$ cat src/sv/pmfs_pkg.sv
// pmfs_pkg: constants and the per-channel shading function for the particle
// motion/fade step block. No dependencies; imported by the top level and its
// checker.
package pmfs_pkg;

  localparam int unsigned POS_W    = 32;
  localparam int unsigned BRIGHT_W = 16;
  localparam int unsigned COLOR_W  = 24;
  localparam int unsigned CHAN_W   = 8;
  localparam int unsigned PROD_W   = CHAN_W + BRIGHT_W + 1;
  localparam int unsigned DIST_W   = BRIGHT_W + 1;

  localparam logic [BRIGHT_W-1:0]     FADE_STEP  = 16'd8;
  localparam logic signed [DIST_W-1:0] NEAR_LIMIT = 17'sd16;
  localparam logic signed [PROD_W-1:0] SHADE_BIAS = 25'sd255;

  typedef logic signed [POS_W-1:0]    pos_t;
  typedef logic signed [BRIGHT_W-1:0] bright_t;
  typedef logic [COLOR_W-1:0]         color_t;
  typedef logic [CHAN_W-1:0]          chan_t;

  // channel * brightness / 256, truncated toward zero, low byte kept
  function automatic chan_t shade_chan(input chan_t ch, input bright_t b);
    logic signed [PROD_W-1:0] p;
    p = $signed({1'b0, ch}) * b;
    // bias negative products so the floor shift truncates toward zero
    if (p[PROD_W-1]) begin
      p = p + SHADE_BIAS;
    end
    return p[CHAN_W+7:8];
  endfunction

endpackage

$ cat src/sv/particle_motion_fade_step_top.sv
// particle_motion_fade_step_top: one update step of a fading particle.
// Depends on pmfs_pkg (widths, constants, shade_chan).
//
// Usage:
//   Drive the in_* fields with start high; the beat is taken on any rising
//   edge where start is high and busy is low. busy is high while rst_n is low
//   and for the first cycle after reset, so a new beat can be taken every cycle.
//   Each beat gives exactly one result on the out_* ports, shown for one
//   cycle with out_valid high; out_valid rises at the edge after the accepting
//   edge, when the result register loads.
//   Two register stages (input register, then result register). Throughput:
//   one item per cycle; the three position adds, three velocity adds and the
//   three 8x16 shading multiplies all sit between the two register stages.
//   The result channel has no backpressure: the receiver must take out_*
//   in the cycle that out_valid is high.
//   Reset (rst_n low, synchronous) drops any items in flight and clears
//   out_valid. The block keeps no state between items.
module particle_motion_fade_step_top (
  input  logic                     clk,
  input  logic                     rst_n,
  input  logic                     start,
  output logic                     busy,
  input  pmfs_pkg::pos_t           in_pos_x,
  input  pmfs_pkg::pos_t           in_pos_y,
  input  pmfs_pkg::pos_t           in_pos_z,
  input  pmfs_pkg::pos_t           in_vel_x,
  input  pmfs_pkg::pos_t           in_vel_y,
  input  pmfs_pkg::pos_t           in_vel_z,
  input  pmfs_pkg::pos_t           in_acc_x,
  input  pmfs_pkg::pos_t           in_acc_y,
  input  pmfs_pkg::pos_t           in_acc_z,
  input  pmfs_pkg::bright_t        in_brightness,
  input  pmfs_pkg::color_t         in_base_color,
  input  pmfs_pkg::bright_t        in_target_level,
  output logic                     out_valid,
  output pmfs_pkg::pos_t           out_new_pos_x,
  output pmfs_pkg::pos_t           out_new_pos_y,
  output pmfs_pkg::pos_t           out_new_pos_z,
  output pmfs_pkg::pos_t           out_new_vel_x,
  output pmfs_pkg::pos_t           out_new_vel_y,
  output pmfs_pkg::pos_t           out_new_vel_z,
  output pmfs_pkg::bright_t        out_new_brightness,
  output pmfs_pkg::color_t         out_shaded_color,
  output logic                     out_near_target,
  output logic                     out_faded_out,
  output logic                     out_finished
);
  import pmfs_pkg::*;

  logic    busy_r;
  logic    s1_valid_r, s1_valid_nxt;
  logic    s2_valid_r;
  logic    accept;

  pos_t    px_r, py_r, pz_r, vx_r, vy_r, vz_r, ax_r, ay_r, az_r;
  bright_t bright_r, target_r;
  color_t  color_r;

  pos_t    npx_nxt, npy_nxt, npz_nxt, nvx_nxt, nvy_nxt, nvz_nxt;
  bright_t nb_nxt;
  color_t  shaded_nxt;
  logic    near_nxt, faded_nxt;
  logic signed [DIST_W-1:0] tgt_diff;

  pos_t    npx_r, npy_r, npz_r, nvx_r, nvy_r, nvz_r;
  bright_t nb_r;
  color_t  shaded_r;
  logic    near_r, faded_r;

  assign accept       = start && !busy_r;
  assign s1_valid_nxt = accept;

  // control
  always_ff @(posedge clk) begin
    if (!rst_n) begin
      busy_r     <= 1'b1;
      s1_valid_r <= 1'b0;
      s2_valid_r <= 1'b0;
    end else begin
      busy_r     <= 1'b0;
      s1_valid_r <= s1_valid_nxt;
      s2_valid_r <= s1_valid_r;
    end
  end

  // input register
  always_ff @(posedge clk) begin
    if (accept) begin
      px_r     <= in_pos_x;
      py_r     <= in_pos_y;
      pz_r     <= in_pos_z;
      vx_r     <= in_vel_x;
      vy_r     <= in_vel_y;
      vz_r     <= in_vel_z;
      ax_r     <= in_acc_x;
      ay_r     <= in_acc_y;
      az_r     <= in_acc_z;
      bright_r <= in_brightness;
      color_r  <= in_base_color;
      target_r <= in_target_level;
    end
  end

  always_comb begin
    npx_nxt = px_r + vx_r;
    npy_nxt = py_r + vy_r;
    npz_nxt = pz_r + vz_r;
    nvx_nxt = vx_r + ax_r;
    nvy_nxt = vy_r + ay_r;
    nvz_nxt = vz_r + az_r;

    // signed distance between target and integer part of new x
    tgt_diff = DIST_W'(target_r) - DIST_W'($signed(npx_nxt[POS_W-1:POS_W-BRIGHT_W]));
    near_nxt = (tgt_diff < NEAR_LIMIT) && (tgt_diff > -NEAR_LIMIT);

    shaded_nxt = {shade_chan(color_r[23:16], bright_r),
                  shade_chan(color_r[15:8], bright_r),
                  shade_chan(color_r[7:0], bright_r)};

    nb_nxt    = bright_t'(bright_r - FADE_STEP);
    faded_nxt = nb_nxt[BRIGHT_W-1] || (nb_nxt == '0);
  end

  // result register
  always_ff @(posedge clk) begin
    if (s1_valid_r) begin
      npx_r    <= npx_nxt;
      npy_r    <= npy_nxt;
      npz_r    <= npz_nxt;
      nvx_r    <= nvx_nxt;
      nvy_r    <= nvy_nxt;
      nvz_r    <= nvz_nxt;
      nb_r     <= nb_nxt;
      shaded_r <= shaded_nxt;
      near_r   <= near_nxt;
      faded_r  <= faded_nxt;
    end
  end

  assign busy               = busy_r;
  assign out_valid          = s2_valid_r;
  assign out_new_pos_x      = npx_r;
  assign out_new_pos_y      = npy_r;
  assign out_new_pos_z      = npz_r;
  assign out_new_vel_x      = nvx_r;
  assign out_new_vel_y      = nvy_r;
  assign out_new_vel_z      = nvz_r;
  assign out_new_brightness = nb_r;
  assign out_shaded_color   = shaded_r;
  assign out_near_target    = near_r;
  assign out_faded_out      = faded_r;
  assign out_finished       = near_r || faded_r;

endmodule

$ cat config.mk
export PLATFORM = sky130hd
export DESIGN_NAME = particle_motion_fade_step_top
export DESIGN_NICKNAME = d
export VERILOG_FILES = /design/src/sv/pmfs_pkg.sv /design/src/sv/particle_motion_fade_step_top.sv
export SDC_FILE = /design/constraint.sdc
export NUM_CORES = 1
export LEC_CHECK = 0
export BUFFER_PORTS_ARGS = -buffer_cell sky130_fd_sc_hd__buf_2
export CAP_MARGIN = 30
export CELL_PAD_IN_SITES_DETAIL_PLACEMENT = 0
export CELL_PAD_IN_SITES_GLOBAL_PLACEMENT = 1
export CORE_MARGIN = 4
export CORE_UTILIZATION = 39
export CTS_BUF_LIST = sky130_fd_sc_hd__clkbuf_2 sky130_fd_sc_hd__clkbuf_4 sky130_fd_sc_hd__clkbuf_8
export CTS_CLUSTER_DIAMETER = 120
export DETAILED_ROUTE_END_ITERATION = 6
export HOLD_SLACK_MARGIN = 0.02
export PLACE_DENSITY_LB_ADDON = 0.1
export SLEW_MARGIN = 15
export SYNTH_ARGS = -nofsm -noshare
export SYNTH_HDL_FRONTEND = slang
export SYNTH_SLANG_ARGS = --single-unit
export TNS_END_PERCENT = 5
$ cat constraint.sdc
create_clock -name clk -period 22.5 [get_ports clk]
set_input_delay 0 -clock clk [delete_from_list [all_inputs] [get_ports clk]]
set_output_delay 0 -clock clk [all_outputs]
set_load 0.05 [all_outputs]
==> impl_metrics.csv <==
group,metric,value,unit
status,status,"finished, final reports clean",
routing,vias,29500,
timing,fin_hold_ws,0.476,ns
timing,tns,0,ns
worst_setup_path,crit_slowest_cell,"a32oi_1",
timing,maxSlewHeadroom,22.4,%
timing,hold_viol,0,
worst_setup_path,arrival,6.96,ns
pwr,seqPwrFrac,35.4,%
logic_synthesis,ys_ff_latch,581,
die,dieArea,108000,um^2
timing,finalCritPeriodShare,28.3,%
worst_setup_path,r2r-end,"out_near_target$_DFFE_PP_",
die,fp-row-count,117,
cts,cts_sinks,581,
logic_synthesis,ys_seq_area_share,43.3,%
timing,setup_ws,16.13,ns
worst_setup_path,worst_path_dominant_cell_family,"compound AO/OA/AOI/OAI gates",
worst_setup_path,crit_cells,24,
placed_design,numPortBuffers,583,
pwr,leakagePower,24.0,nW
placed_design,dp_hpwl,83400,um
worst_setup_path,critPathLaunch,"vx_r[0]$_DFFE_PP_",
die,ioPinCount,584,
pwr,power_switching,1.33,mW
finish,stdcell_count,6242,
worst_setup_path,setup.worst_path.end,"out_near_target$_DFFE_PP_",
logic_synthesis,postSynth.asyncResetShare,0,%
global_routing,antenna_found_initial,26,
worst_setup_path,crit_fanout,4,
cts,postCtsSetupRepairBufs,0,
global_routing,grtUsageMet3,5.74,%
cts,clock_latency,0.76,ns
pwr,max-vdd-ir-drop,0.0617,mV
timing,finalCriticalPeriod,6.37,ns
job,cap_violations,0,
die,die-height,329,um
cts,cts_tree,"done",
worst_setup_path,ff2ff_path_depth,24,
timing,rsz0062_at_grt,"no",
logic_synthesis,synth_edf_count,578,
global_routing,grt_max_degree,152,
logic_synthesis,synth_area,40200,um^2
timing,timing.fmax,157,MHz
die,initial_utilization,39.4,%
finish,area_growth,34.0,%
finish,final_layout_size_suffix_gt1_share,16.8,%
global_routing,top_usage_layer,"met2",
routing,viasPerCell,4.72,
cts,cts_resized,0,
finish,layout_commonest_cell,"dlygate4sd3_1",
routing,drt_iter0_markers,1161,
worst_setup_path,worst_path_largest_cell_delay,0.46,ns
timing,final_max_slew_viol_count,0,
global_routing,grt_pass1_wl,177000,um
timing,setup_violations,0,
finish,fin_nets,5784,
routing,ant_nets,0,
logic_synthesis,ys_warn_count,0,
pwr,finalPower,3.80,mW
logic_synthesis,synth.avg_cell_area,11.7,um^2
pwr,p_per_area,70.4,nW/um^2
pwr,p_sw_share,35.0,%
global_routing,grt-ovfl-total,0,
cts,clockRootBuffer,"clkbuf_8",
worst_setup_path,r2r_start,"vx_r[0]$_DFFE_PP_",
cts,clock_path_buffers,3,
cts,clkSlewWorstSetupHoldPaths,0.06,ns
global_routing,grt_pass1_vias,32300,
die,coreArea,102000,um^2
global_routing,grt_util_all_layers,21.2,%
placed_design,dp_slack,16.13,ns
finish,final_cell_mix,"dlygate4sd3_1, buf_2, edfxtp_1",
placed_design,place_inst,5339,
pwr,p_comb_share,38.5,%
worst_setup_path,critPathBufInv,0,
worst_setup_path,critPathRequiredTime,23.08,ns
hold_path,hold_path_class,"in -> reg",
finish,final_area,53900,um^2
pwr,clkPwrFrac,26.1,%
timing,max_slew.worst_pin.slew,1.16,ns
timing,clock_skew,0.0522,ns
finish,final_util,52.8,%
global_routing,grtUsageMet1,23.8,%
routing,wire_per_inst,18.1,um
worst_setup_path,cpMostUsedCell,"a21o_1",
worst_setup_path,path_class,"reg -> reg",
global_routing,gr-usage-met2,38.3,%
logic_synthesis,synth_nets,4436,
placed_design,place_congestion,0.830,
placed_design,placed_area,44900,um^2
pwr,internal_power,2.47,mW
cts,cts-buffers-inserted,108,
die,die_x,329,um
logic_synthesis,synthCells,3426,
cts,htree_levels,3,
logic_synthesis,ys_types,74,
logic_synthesis,synthFlopType,"edfxtp_1",
worst_setup_path,crit_chain,"ha_1 > fa_1 > a211oi_2 > o21ai_2 > a32oi_1 > o21a_1 > o21ai_0 > a21o_1 > a21o_1 > a21o_1 > a21o_2 > xnor2_1 > ha_1 > a21o_1 > a21o_1 > maj3_1 > maj3_2 > o31ai_2 > a21oi_2 > a21o_1 > a21oi_2 > xnor2_1 > or4_1 > mux2i_1",
worst_setup_path,regToRegSetupSlack,16.13,ns
routing,drt_first_pass_iters,5,
worst_setup_path,cp-end-kind,"register",
routing,drc,0,
routing,routed_wl,113000,um
worst_setup_path,crit_path_start_kind,"register",
[what timing repair did]
action / 4_1_cts / 5_1_grt
setup endpoints to repair: 0 / 0
endpoints found under the hold margin: 354 / 0
hold buffers: 691 / 0
[power by group through the flow]
stage / logic (mW) / registers [mW] / clock network (mW)
2_1_floorplan: 0.951 / 1.48 / 0
3_3_place_gp: 1.37 / 1.37 / 0
3_5_place_dp: 1.38 / 1.37 / 0
4_1_cts: 1.49 / 1.35 / 1.03
5_1_grt: 1.67 / 1.35 / 1.08
6_report: 1.46 / 1.34 / 0.990
[cell usage after synthesis, drive strengths merged (4+ instances only)]
library cell    n  share of area, %
a31oi           8              0.12
nand4          11              0.19
a41o            4              0.10
o21ai          78              0.98
maj3            4              0.11
o21ba           4              0.10
nor2b          43              0.67
o21a           20              0.37
o211ai         13              0.24
nor2           93              0.87
a41oi           9              0.20
fa            313                16
nand3          31              0.39
a21o           91               1.7
and4            6              0.13
nand2         228               2.1
o2111ai        10              0.22
xnor2         204               4.5
a31o            4             0.087
nor3           39              0.49
clkbuf         62              0.58
a211o           6              0.13
a211oi         15              0.30
ha            350                11
and3           12              0.19
a21boi          5             0.093
a221o           5              0.12
nand2b         17              0.26
inv           532               5.0
xor2           66               1.4
o311ai          8              0.17
o211a           5              0.12
a21oi         190               2.4
or3             5             0.078
edfxtp        578                43
or4             5              0.10
and2          249               3.9
o21bai         39              0.73
nor4           14              0.22
or2            10              0.16
[worst min-delay path: stages]
cell and delay (ns):
dlygate4sd3_1 0.52, buf_2 0.09, dlygate4sd3_1 0.52
[cells by family after synthesis]
family                     synth area share (%)
AOI/OAI and AO/OA                          8.72
buffers and inverters                      5.58
and+or+nand+nor                            9.88
muxes                                    0.0746
adders and majority gates                  26.6
xor gates and xnor gates                   5.90
DFF                                        43.3
[layer usage]
layer  up-vias  share of wire (%)
met5         -              0.056
met4        12                4.0
met3       222                6.5
met2       616                 51
met1     14300                 39
li1      14400                  -
[worst min path at each step]
stage / from / to / slack (ns) / cells after the start
6_report: in_vel_x[0] / vx_r[0]$_DFFE_PP_ / 0.48 / 3
5_1_grt: in_acc_z[3] / az_r[3]$_DFFE_PP_ / 0.42 / 3
4_1_cts: in_vel_x[14] / vx_r[14]$_DFFE_PP_ / 0.36 / 3
3_5_place_dp: in_vel_x[20] / vx_r[20]$_DFFE_PP_ / 0.18 / 1
3_3_place_gp: in_acc_x[2] / ax_r[2]$_DFFE_PP_ / 0.18 / 1
2_1_floorplan: rst_n / busy$_DFF_P_ / 0.06 / 1
[layout make-up]
cell class,count,area (um^2)
multi-input cells,2247,20600
flip-flops and latches,581,17400
inverters,533,2000
clock inverters,44,262
diodes,19,47.5
well taps,1368,1710
fillers,9143,48100
clock buffers,147,1780
repair buffers,1303,10100
(Power assumes the default switching activity.)
